$ cat src/sv/wcenv_pkg.sv
// ----------------------------------------------------------------------------
// wcenv_pkg
// Shared types and constants for the waveform column envelope block.
// ----------------------------------------------------------------------------
package wcenv_pkg;

	localparam int SAMPLE_W      = 16;
	localparam int MASK_W        = 16;
	localparam int INDEX_W       = 16;
	localparam int LEN_W         = 16;
	localparam int ROW_COUNT_DEF = 16;

	localparam int PADDR_W = 3;
	localparam int PDATA_W = 32;

	// register indexes, taken from paddr[2]
	localparam logic [0:0] REG_FORMAT = 1'b0;
	localparam logic [0:0] REG_WINDOW = 1'b1;

	// sample formats
	localparam logic FMT_S8  = 1'b0;
	localparam logic FMT_S16 = 1'b1;

	localparam logic             FORMAT_RST = FMT_S16;
	localparam logic [LEN_W-1:0] WINDOW_RST = 16'd1024;

	typedef struct packed {
		logic             sample_format;
		logic [LEN_W-1:0] window_len;
	} cfg_t;

endpackage

$ cat src/sv/wcenv_cfg.sv
// ----------------------------------------------------------------------------
// wcenv_cfg
// APB-style register file: sample format and window length.
// ----------------------------------------------------------------------------
module wcenv_cfg
	import wcenv_pkg::*;
(
	input  logic               clk,
	input  logic               arst_n,
	input  logic               psel,
	input  logic               penable,
	input  logic               pwrite,
	input  logic [PADDR_W-1:0] paddr,
	input  logic [PDATA_W-1:0] pwdata,
	output logic [PDATA_W-1:0] prdata,
	output logic               pready,
	output cfg_t               cfg
);

	logic             format_q;
	logic [LEN_W-1:0] window_q;
	logic             wr_en;

	assign pready = 1'b1;
	assign wr_en  = psel && penable && pwrite && pready;

	always_ff @(posedge clk or negedge arst_n) begin
		if (!arst_n) begin
			format_q <= FORMAT_RST;
			window_q <= WINDOW_RST;
		end else if (wr_en) begin
			case (paddr[2:2])
				REG_FORMAT: format_q <= pwdata[0];
				REG_WINDOW: window_q <= pwdata[LEN_W-1:0];
				default: ;
			endcase
		end
	end

	always_comb begin
		case (paddr[2:2])
			REG_FORMAT: prdata = {{(PDATA_W-1){1'b0}}, format_q};
			REG_WINDOW: prdata = {{(PDATA_W-LEN_W){1'b0}}, window_q};
			default:    prdata = '0;
		endcase
	end

	assign cfg.sample_format = format_q;
	assign cfg.window_len    = window_q;

endmodule

$ cat config.mk
export PLATFORM = sky130hd
export DESIGN_NAME = wcenv_cfg
export DESIGN_NICKNAME = d
export VERILOG_FILES = /design/src/sv/wcenv_pkg.sv /design/src/sv/wcenv_cfg.sv
export SDC_FILE = /design/constraint.sdc
export NUM_CORES = 1
export LEC_CHECK = 0
export ABC_CLOCK_PERIOD_IN_PS = 800
export BUFFER_PORTS_ARGS = -buffer_cell sky130_fd_sc_hd__buf_2
export CAP_MARGIN = 30
export CORE_ASPECT_RATIO = 1.75
export CORE_UTILIZATION = 33
export DETAILED_ROUTE_END_ITERATION = 10
export PLACE_DENSITY = 0.76
export SYNTH_ARGS = -nofsm -noshare
export SYNTH_HDL_FRONTEND = slang
export SYNTH_SLANG_ARGS = --single-unit
$ cat constraint.sdc
create_clock -name clk -period 0.8 [get_ports clk]
set_clock_uncertainty 0.05 [all_clocks]
set_input_delay 0.08 -clock clk [delete_from_list [all_inputs] [get_ports clk]]
set_output_delay 0.08 -clock clk [all_outputs]
set_load 0.005 [all_outputs]
# ---- Word-level counts from Yosys, hierarchy flattened
# Cells that the tools add are included.
dict set report classes {
  n_mux 1
  n_reduce_logical 4
  bitwise 1
}
# operator count
set op_table {}
lappend op_table {{$pmux W32 S2} 1}
lappend op_table {{$reduce_and A2 Y1} 2}
lappend op_table {{$logic_and A1 B1 Y1} 2}
lappend op_table {{$not A1 Y1} 1}
dict set report word_totals {
  reg_bits 17
  in_bits 40
}

# ---- Longest topological paths before layout
# Gate-level depths: netlist of run 1.
dict set report depth {
  depth_word 3
  depth_mapped 4
}

# ---- Worst setup path before layout of run 1
# Ideal clock, no wire load.
dict set report synth_path {
  kind {in2reg}
  from {input paddr[2]}
  to {register window_q[0]}
  path_buffers 2
  t_required_ns 0.625
  arrival_time_ns 0.768
  slack_ns -0.143
  stages 4
  path_cell_list {buf_6 > nand4_4 > buf_6 > mux2_4}
}
dict set report synth_via {
  elab_chain_cells 1
}
# item line_no
set synth_rtl {}
lappend synth_rtl {{start, declared} wcenv_cfg.sv:13} ;# input logic [PADDR_W-1:0] paddr,
lappend synth_rtl {{$reduce_and A2 Y1 (no source line)} n/a}
lappend synth_rtl {{end signal, assigned} wcenv_cfg.sv:34} ;# REG_WINDOW: window_q <= pwdata[LEN_W-1:0];
lappend synth_rtl {{end, declared} wcenv_cfg.sv:21} ;# logic [LEN_W-1:0] window_q;
# Every way passes these cells.
# A chain may end at the register's enable or synchronous reset.

# ---- Worst setup path after layout of run 1
dict set report layout_path {
  from {register window_q[0]}
  to {output prdata[0]}
}
dict set report layout_via {
  elab_chain_cells 1
}
# item line_no
set layout_rtl {}
lappend layout_rtl {{$pmux W32 S2} wcenv_cfg.sv:41} ;# case (paddr[2:2])
lappend layout_rtl {{end, declared} wcenv_cfg.sv:15} ;# output logic [PDATA_W-1:0] prdata,
# Every way passes these cells. The select of a mux whose other input is x is not followed.

==> results of run 1 <==
per-stage QoR:
stage / std cells / TNS (ps) / cell area (um^2) / power [mW]
final: 176 / -8070 / 1540 / 3.23
after global placement: 158 / -3360 / 1230 / 2.03
after floorplan: 90 / -1400 / 1020 / 1.67
after CTS: 173 / -7770 / 1460 / 3.08
after global routing: 176 / -9770 / 1540 / 3.42
after detailed placement: 158 / -3560 / 1230 / 2.06
per-layer routing:
| layer | vias up | wire (um) | track usage |
|---|---|---|---|
| met5 | - | 0 | 0 |
| met4 | 0 | 55 | 0.0729 |
| met3 | 6 | 131 | 0.0246 |
| met2 | 45 | 1280 | 0.251 |
| met1 | 368 | 828 | 0.166 |
| li1 | 356 | - | - |
power groups by stage:
stage          Combinational (mW)  Clock (mW)  Sequential, mW
5_1_grt                      1.48       0.695            1.25
2_1_floorplan               0.462           0            1.21
3_3_place_gp                0.827           0            1.21
6_report                     1.39       0.619            1.22
3_5_place_dp                0.848           0            1.22
4_1_cts                      1.24       0.632            1.20
area by class of cell:
type | instances | share of cell area
timing repair buffer | 76 | 0.371
multi-input combinational | 52 | 0.300
clock buffer | 4 | 0.0293
tap | 27 | 0.0220
sequential | 17 | 0.278
cell families (layout without fill, tap and decap cells):
family | after synthesis | after routing | share of synthesized area
buffers and inverters | 21 | 80 | 0.168
muxes | 18 | 18 | 0.250
DFF | 17 | 17 | 0.445
and+or+nand+nor | 17 | 17 | 0.129
other | 2 | 17 | 0.00782
state kept, by name, indices dropped and copies added, names as in the netlist:
name / flops
format_q: 1
window_q: 16
worst max-delay path by stage:
stage,slack [ps],depth (start not counted),endpoint,start
after floorplan,-140,4,window_q[0]$_DFFE_PN0P_,paddr[2]
after global placement,-200,4,window_q[6]$_DFFE_PN0P_,pwrite
after detailed placement,-210,4,window_q[4]$_DFFE_PN0P_,pwrite
after CTS,-340,2,prdata[0],format_q$_DFFE_PN1P_
after global routing,-380,2,prdata[10],window_q[10]$_DFFE_PN1P_
final,-340,2,prdata[0],window_q[0]$_DFFE_PN0P_
cell usage in the layout, fill, tap and decap left out, types with 2 or more instances in the layout:
| cell | n |
|---|---|
| and2_1 | 12 |
| and2_4 | 3 |
| buf_2 | 42 |
| buf_4 | 8 |
| buf_6 | 24 |
| clkbuf_8 | 3 |
| conb_1 | 17 |
| dfrtp_1 | 15 |
| dfstp_2 | 2 |
| mux2_4 | 17 |
worst max-delay path, stage by stage, from the launching register on:
cell and delay, ps:
dfrtp_1 390, mux2_4 270, buf_6 110
what timing repair did:
action                                 CTS  global route
cloned                                   0             0
pin swaps                               15             1
setup endpoints to repair               47            50
hold buffers                             1             0
endpoints found under the hold margin   15             0
setup buffers                           10             3
gates resized for setup                 21            13
==> flow_summary.toml, run 1 <==
[finish]
multi_input_area_um2 = 462
drive_above_1_share = 0.685
utilization = 0.566
ff_latch_area_um2 = 428
nFillCells = 231
nNetsFinal = 190
antenna_cells = 0
area_growth_pct = 60.2

[synth]
ys.flop_type = "dfrtp_1"
yosys.area.top_type = "dfrtp_1"
synth_cell_types = 11
syn_avg_cell_area_um2 = 12.8
synthMostInstantiatedCell = "buf_4"
synth_area_um2 = 961
synthTopCellsByArea = "dfrtp_1 39%, mux2_4 16%, buf_4 14%"
synth-edff-count = 0
ys_seq_area_frac = 0.445
ys_ff_latch = 17
postSynth.asyncResetShare = 1.00
synthCells = 75
synth-warning-count = 0
yosysTopAreaCellShare = 0.391
synth_common_cells = "18 x buf_4, 15 x and2_1, 15 x dfrtp_1"

[sta]
drv_slew = 0
whs_ps = 13.4
timing.final.crit_share = 1.42
hold_viol_final = 0
fin_ws_ps = -339
setup_violations = 49
rsz0062_at_grt = "true"
max_clock_freq_ghz = 0.878
final.min_clock_period_ps = 1140

[global_route]
grt_pass1_vias = 733
grt_pass1_wl_um = 3350
globalRouteOverflowTotal = 0
grtUsageTotal = 0.144
antenna_found_initial = 0
grt_max_degree = 18

[worst_setup_path]
cp-end-kind = "primary output"
reg2reg_slack_ps = -150
reg2reg_to = "window_q[7]$_DFFE_PN0P_"
cp_max_fo = 2
reg2reg_from = "window_q[7]$_DFFE_PN0P_"
critPathKind = "flip-flop to primary output"
r2r_cells = 2
required_ps = 670
cp-start-kind = "flip-flop"
crit_arrival_ps = 1010

[detailed_routing]
routed-via-count = 775
wire_per_inst_um = 13.0
drc = 0
viasPerCell = 4.40
firstDrtPassIters = 3
wirelength_um = 2290
first_iter_violations = 10
ant_nets = 0

[floorplanning]
die_h_um = 73.4
io_pins = 90
start_util = 0.353
die_x_um = 42.8
rows = 25
coreArea_um2 = 2720
dieArea_um2 = 3140

[clock_tree]
cts_max_level = 1
path_clk_slew_ps = 60
clock_latency_ps = 240
clock_path_buffers = 2
cts_buffers = 3
cts_tree = "yes"
root_buffer = "clkbuf_8"
cts_sinks = 17

[status]
outcome = "complete, but fails checks"
violations = "setup timing"

[min_path]
hold_depth = 2
min_to = "window_q[7]$_DFFE_PN0P_"
hp-class = "input port to flip-flop"
min-delay-start = "pwdata[7]"

[power_and_ir_drop]
leakage_nw = 0.870
power_density_nw_per_um2 = 2100
switching_share = 0.254
comb_power_share = 0.431
p_int_mw = 2.41
pwr-share-clk = 0.192
power_switching_mw = 0.818
sequentialPowerShare = 0.377
peakVddDrop_uv = 1210

[place]
dp_hpwl_um = 1610
gp_congestion = 0.651
numPortBuffers = 54
pre_cts_ws_ps = -211

[run]
drv_cap = 0
(Power assumes the default switching activity.)
==> run 2: changes to the inputs <==
==> constraint.sdc (replaced) <==
create_clock -name clk -period 0.8 [get_ports clk]
set_clock_uncertainty 0.05 [all_clocks]
set_input_delay 0.08 -clock clk [delete_from_list [all_inputs] [get_ports clk]]
set_output_delay 0.08 -clock clk [all_outputs]
set_load 0.02 [all_outputs]
==> flow_summary.toml, run 2 (synthesis gave the netlist of run 1 again) <==
[status]
outcome = "complete, but fails checks"
violations = "setup timing"

[finish]
mostFrequentLayoutCells = "51 x buf_6, 21 x buf_2, 17 x conb_1, 16 x mux2_4, 15 x and2_4"
finalNonFillerCells = 181
largest-register = "window_q"
area_growth_pct = 84.9
largestRegisters = "window_q x16, format_q x1"
largest_register_ffs = 16
drive_above_1_share = 0.812
nNetsFinal = 195
antenna_cells = 0
final_common_cell = "buf_6"

[worst_setup_path]
crit_arrival_ps = 1050
cp-start-kind = "flip-flop"
cp-end-kind = "primary output"
cp_max_fo = 3
critPathKind = "flip-flop to primary output"
required_ps = 670

[sta]
drv_slew = 0
setup_violations = 49
fin_ws_ps = -378
timing.final.crit_share = 1.47
fin_tns_setup_ps = -10460
whs_ps = 7.73
hold_viol_final = 0
rsz0062_at_grt = "true"
final.min_clock_period_ps = 1180
max_clock_freq_ghz = 0.849

[clock_tree]
root_buffer = "clkbuf_8"
cts_sinks = 17
cts_tree = "yes"
cts_buffers = 3
clock_path_buffers = 2
clock_latency_ps = 250
cts_max_level = 1
path_clk_slew_ps = 70

[floorplanning]
io_pins = 90
die_x_um = 42.8
start_util = 0.353
coreArea_um2 = 2720
rows = 25
dieArea_um2 = 3140
die_h_um = 73.4

[power_and_ir_drop]
p_int_mw = 2.82
pwr-share-clk = 0.149
sequentialPowerShare = 0.298
comb_power_share = 0.553
power.total_mw = 4.18
power_switching_mw = 1.36
peakVddDrop_uv = 1680
switching_share = 0.326
leakage_nw = 0.955
power_density_nw_per_um2 = 2360

[detailed_routing]
wire_per_inst_um = 14.7
wirelength_um = 2670
first_iter_violations = 6
viasPerCell = 4.29
routed-via-count = 776
firstDrtPassIters = 2
ant_nets = 0
drc = 0

[place]
gp_congestion = 0.658
dp_cells = 156
numPortBuffers = 54

[min_path]
hp-class = "input port to flip-flop"

[run]
drv_cap = 0

[global_route]
antenna_found_initial = 0
grtUsageTotal = 0.159
globalRouteOverflowTotal = 0
grt_pass1_wl_um = 3730
grt_max_degree = 18
grt_pass1_vias = 743
==> run 2: changes by cell type in the layout (fill, tap and decap cells not counted) <==
cell | before | now
clkbuf_1 | 1 | 0
buf_12 | 1 | 2
and2_1 | 12 | 0
buf_4 | 8 | 6
mux2_4 | 17 | 16
mux2_2 | 1 | 2
buf_2 | 42 | 21
buf_6 | 24 | 51
and2_4 | 3 | 15
clkinv_2 | 0 | 1
dfrtp_1 | 15 | 10
dfrtp_2 | 0 | 5
==> run 2: final cells by class <==
type | count | area [um^2]
Sequential cell | 17 | 434
Clock inverter | 1 | 5.00
Tap cell | 27 | 33.8
Multi-Input combinational cell | 52 | 488
Clock buffer | 3 | 41.3
Timing Repair Buffer | 81 | 774
Fill cell | 205 | 945
==> run 2: worst max-delay path, cell delays in order (launching register included) <==
cell	delay, ps
dfstp_2	550
mux2_4	150
buf_6	110
==> run 2: final timing paths <==
kind | startpoint | endpoint | slack (ps) | cells past startpoint
setup / recovery | format_q$_DFFE_PN1P_ | prdata[0] | -380 | 2
hold / removal | pwdata[1] | window_q[1]$_DFFE_PN0P_ | 8 | 2
setup reg to reg | window_q[14]$_DFFE_PN0P_ | window_q[14]$_DFFE_PN0P_ | -260 | 3
hold reg to reg | window_q[15]$_DFFE_PN0P_ | window_q[15]$_DFFE_PN0P_ | 520 | 1
max in group asynchronous | arst_n | window_q[10]$_DFFE_PN1P_ | 120 | 2
min in group asynchronous | arst_n | window_q[2]$_DFFE_PN0P_ | 270 | 2
==> run 2: repair_timing <==
action | in CTS | in global routing
hold buffers | 1 | 0
buffers inserted | 13 | 8
resized for setup | 89 | 11
endpoints found under the setup margin | 49 | 49
endpoints found under the hold margin | 15 | 0
pin swaps | 15 | 3
==> run 2: per-stage QoR <==
step | setup WS [ps] | area (um^2) | utilization
final | -378 | 1780 | 0.653
after global routing | -399 | 1780 | 0.653
after CTS | -382 | 1690 | 0.620
after detailed placement | -208 | 1260 | 0.462
after global placement | -169 | 1260 | 0.462
after floorplan | -140 | 1050 | -
==> run 2: layer usage <==
metal	up-vias	share of wire	GRT usage
li1	367	-	-
met4	0	0.0049	0.0417
met2	44	0.63	0.327
met1	363	0.31	0.159
met3	2	0.048	0.0172
met5	-	0	0
==> run 2: power groups by stage <==
stage / Sequential, mW / Clock (mW) / Combinational [mW]
after CTS: 1.24 / 0.648 / 2.09
after detailed placement: 1.24 / 0 / 1.29
after global placement: 1.22 / 0 / 1.27
after floorplan: 1.44 / 0 / 0.705
after global routing: 1.26 / 0.677 / 2.42
final: 1.25 / 0.623 / 2.32
==> run 3: changes to the inputs <==
--- a/config.mk
+++ b/config.mk
@@ -9,9 +9,10 @@
 export BUFFER_PORTS_ARGS = -buffer_cell sky130_fd_sc_hd__buf_2
 export CAP_MARGIN = 30
 export CORE_ASPECT_RATIO = 1.75
-export CORE_UTILIZATION = 33
+export CORE_UTILIZATION = 34
+export CTS_BUF_LIST = sky130_fd_sc_hd__clkbuf_2
 export DETAILED_ROUTE_END_ITERATION = 10
-export PLACE_DENSITY = 0.76
+export PLACE_DENSITY = 0.78
 export SYNTH_ARGS = -nofsm -noshare
 export SYNTH_HDL_FRONTEND = slang
 export SYNTH_SLANG_ARGS = --single-unit
==> flow_summary.toml, run 3 (synthesis gave the netlist of run 1 again) <==
[worst_setup_path]
cp-end-kind = "primary output"
reg2reg_slack_ps = -260
cp_top_family = "flip-flops"
crit_arrival_ps = 1110
crit_chain = "mux2_4 -> buf_6"
timing.critical_path.buf_inv = 1
required_ps = 670
cp_slowest_cell = "dfstp_2"
critPathKind = "flip-flop to primary output"
r2r_cells = 3
cp_max_fo = 2
slowest_delay_ps = 570
reg2reg_from = "window_q[9]$_DFFE_PN0P_"
reg2reg_to = "window_q[9]$_DFFE_PN0P_"
cp-start-kind = "flip-flop"

[global_route]
grt_pass1_wl_um = 3690
antenna_found_initial = 0
grt_max_degree = 18
grtUsageTotal = 0.157
globalRouteOverflowTotal = 0
grt_pass1_vias = 813

[sta]
hold_viol_final = 16
setup_violations = 50
timing.final.crit_share = 1.55
final.min_clock_period_ps = 1240
whs_ps = -28.9
rsz0062_at_grt = "true"
drv_slew = 0
fin_ws_ps = -437
max_clock_freq_ghz = 0.809

[place]
dp_hpwl_um = 1560
numPortBuffers = 54
gp_congestion = 0.710
pre_cts_ws_ps = -225

[detailed_routing]
ant_nets = 0
wire_per_inst_um = 14.0
firstDrtPassIters = 4
wirelength_um = 2570
first_iter_violations = 6
viasPerCell = 4.62
drc = 0
routed-via-count = 845

[min_path]
hp-class = "input port to flip-flop"
min-delay-start = "pwdata[8]"
min_to = "window_q[8]$_DFFE_PN0P_"
hold_depth = 2

[clock_tree]
clock_latency_ps = 280
cts_sinks = 17
cts_buffers = 3
cts_max_level = 1
root_buffer = "clkbuf_2"
clock_path_buffers = 2
path_clk_slew_ps = 150
cts_tree = "yes"

[finish]
nFillCells = 208
mostFrequentLayoutCells = "50 x buf_6, 21 x buf_2, 17 x mux2_4, 17 x conb_1, 15 x and2_4"
drive_above_1_share = 0.808
largestRegisters = "window_q x16, format_q x1"
area_growth_pct = 85.3
antenna_cells = 0
final_common_cell = "buf_6"
largest-register = "window_q"
nNetsFinal = 197
largest_register_ffs = 16

[status]
violations = "hold timing, setup timing"
outcome = "complete, but fails checks"

[floorplanning]
die_h_um = 72.3
io_pins = 90
die_x_um = 42.2
coreArea_um2 = 2690
start_util = 0.357
dieArea_um2 = 3050
rows = 25

[run]
drv_cap = 0

[power_and_ir_drop]
leakage_nw = 0.962
peakVddDrop_uv = 1210
power_density_nw_per_um2 = 2210
==> run 3: cell types whose count changed in the layout (fill, tap and decap cells not counted) <==
cell           delta
clkbuf_8          -3
clkbuf_2          +4
clkinv_2          -1
buf_6             -1
buf_12            +1
mux2_4            +1
dlygate4sd3_1     +1
buf_4             +1
mux2_2            -1
==> run 3: layout make-up <==
type / instances / area [um^2] / area share
tap: 27 / 33.8 / 0.0190
multi-input combinational: 52 / 492 / 0.276
clock buffer: 4 / 20.0 / 0.0112
sequential: 17 / 434 / 0.244
timing repair buffer: 83 / 801 / 0.450
==> run 3: worst reg2reg max path, stage by stage, from the launching register on <==
cell,delay (ps)
dfrtp_2,440
buf_6,120
buf_6,100
mux2_4,250
==> run 3: metal layers <==
metal	wire, um	vias to the layer above	GRT usage
met5	0	-	0
met4	69	0	0.0868
met3	149	8	0.0199
met2	1480	52	0.280
met1	868	414	0.177
li1	-	371	-
==> run 3: stage by stage <==
stage | total power, mW | instance area (um^2) | utilization | cells | TNS (ps)
after global placement | 2.47 | 1280 | 0.474 | 157 | -4550
after global routing | 4.10 | 1780 | 0.662 | 183 | -14250
after detailed placement | 2.51 | 1280 | 0.474 | 157 | -5070
final | 3.93 | 1780 | 0.662 | 183 | -12440
after CTS | 3.70 | 1670 | 0.622 | 174 | -11850
after floorplan | 2.14 | 1050 | - | 90 | -2100
==> run 3: repair_timing <==
item	4_1_cts	5_1_grt
pin swaps	15	5
gates resized for setup	89	11
setup buffers	12	9
setup endpoints to repair	49	50
gates cloned	0	0
hold buffers	1	1
hold endpoints to repair	34	17
==> run 3: how the worst max path moves through the flow <==
| stage | from | end | slack (ps) | depth (start not counted) |
|---|---|---|---|---|
| 5_1_grt | window_q[10]$_DFFE_PN1P_ | prdata[10] | -480 | 2 |
| 2_1_floorplan | paddr[2] | window_q[0]$_DFFE_PN0P_ | -140 | 4 |
| 6_report | format_q$_DFFE_PN1P_ | prdata[0] | -440 | 2 |
| 4_1_cts | window_q[10]$_DFFE_PN1P_ | prdata[10] | -440 | 2 |
| 3_3_place_gp | pwrite | window_q[6]$_DFFE_PN0P_ | -190 | 4 |
| 3_5_place_dp | pwrite | window_q[4]$_DFFE_PN0P_ | -230 | 4 |
==> run 3: where the power goes <==
group	switching (mW)	internal, mW
Combinational	0.917	1.40
Clock	0.247	0.133
Sequential	0.157	1.08
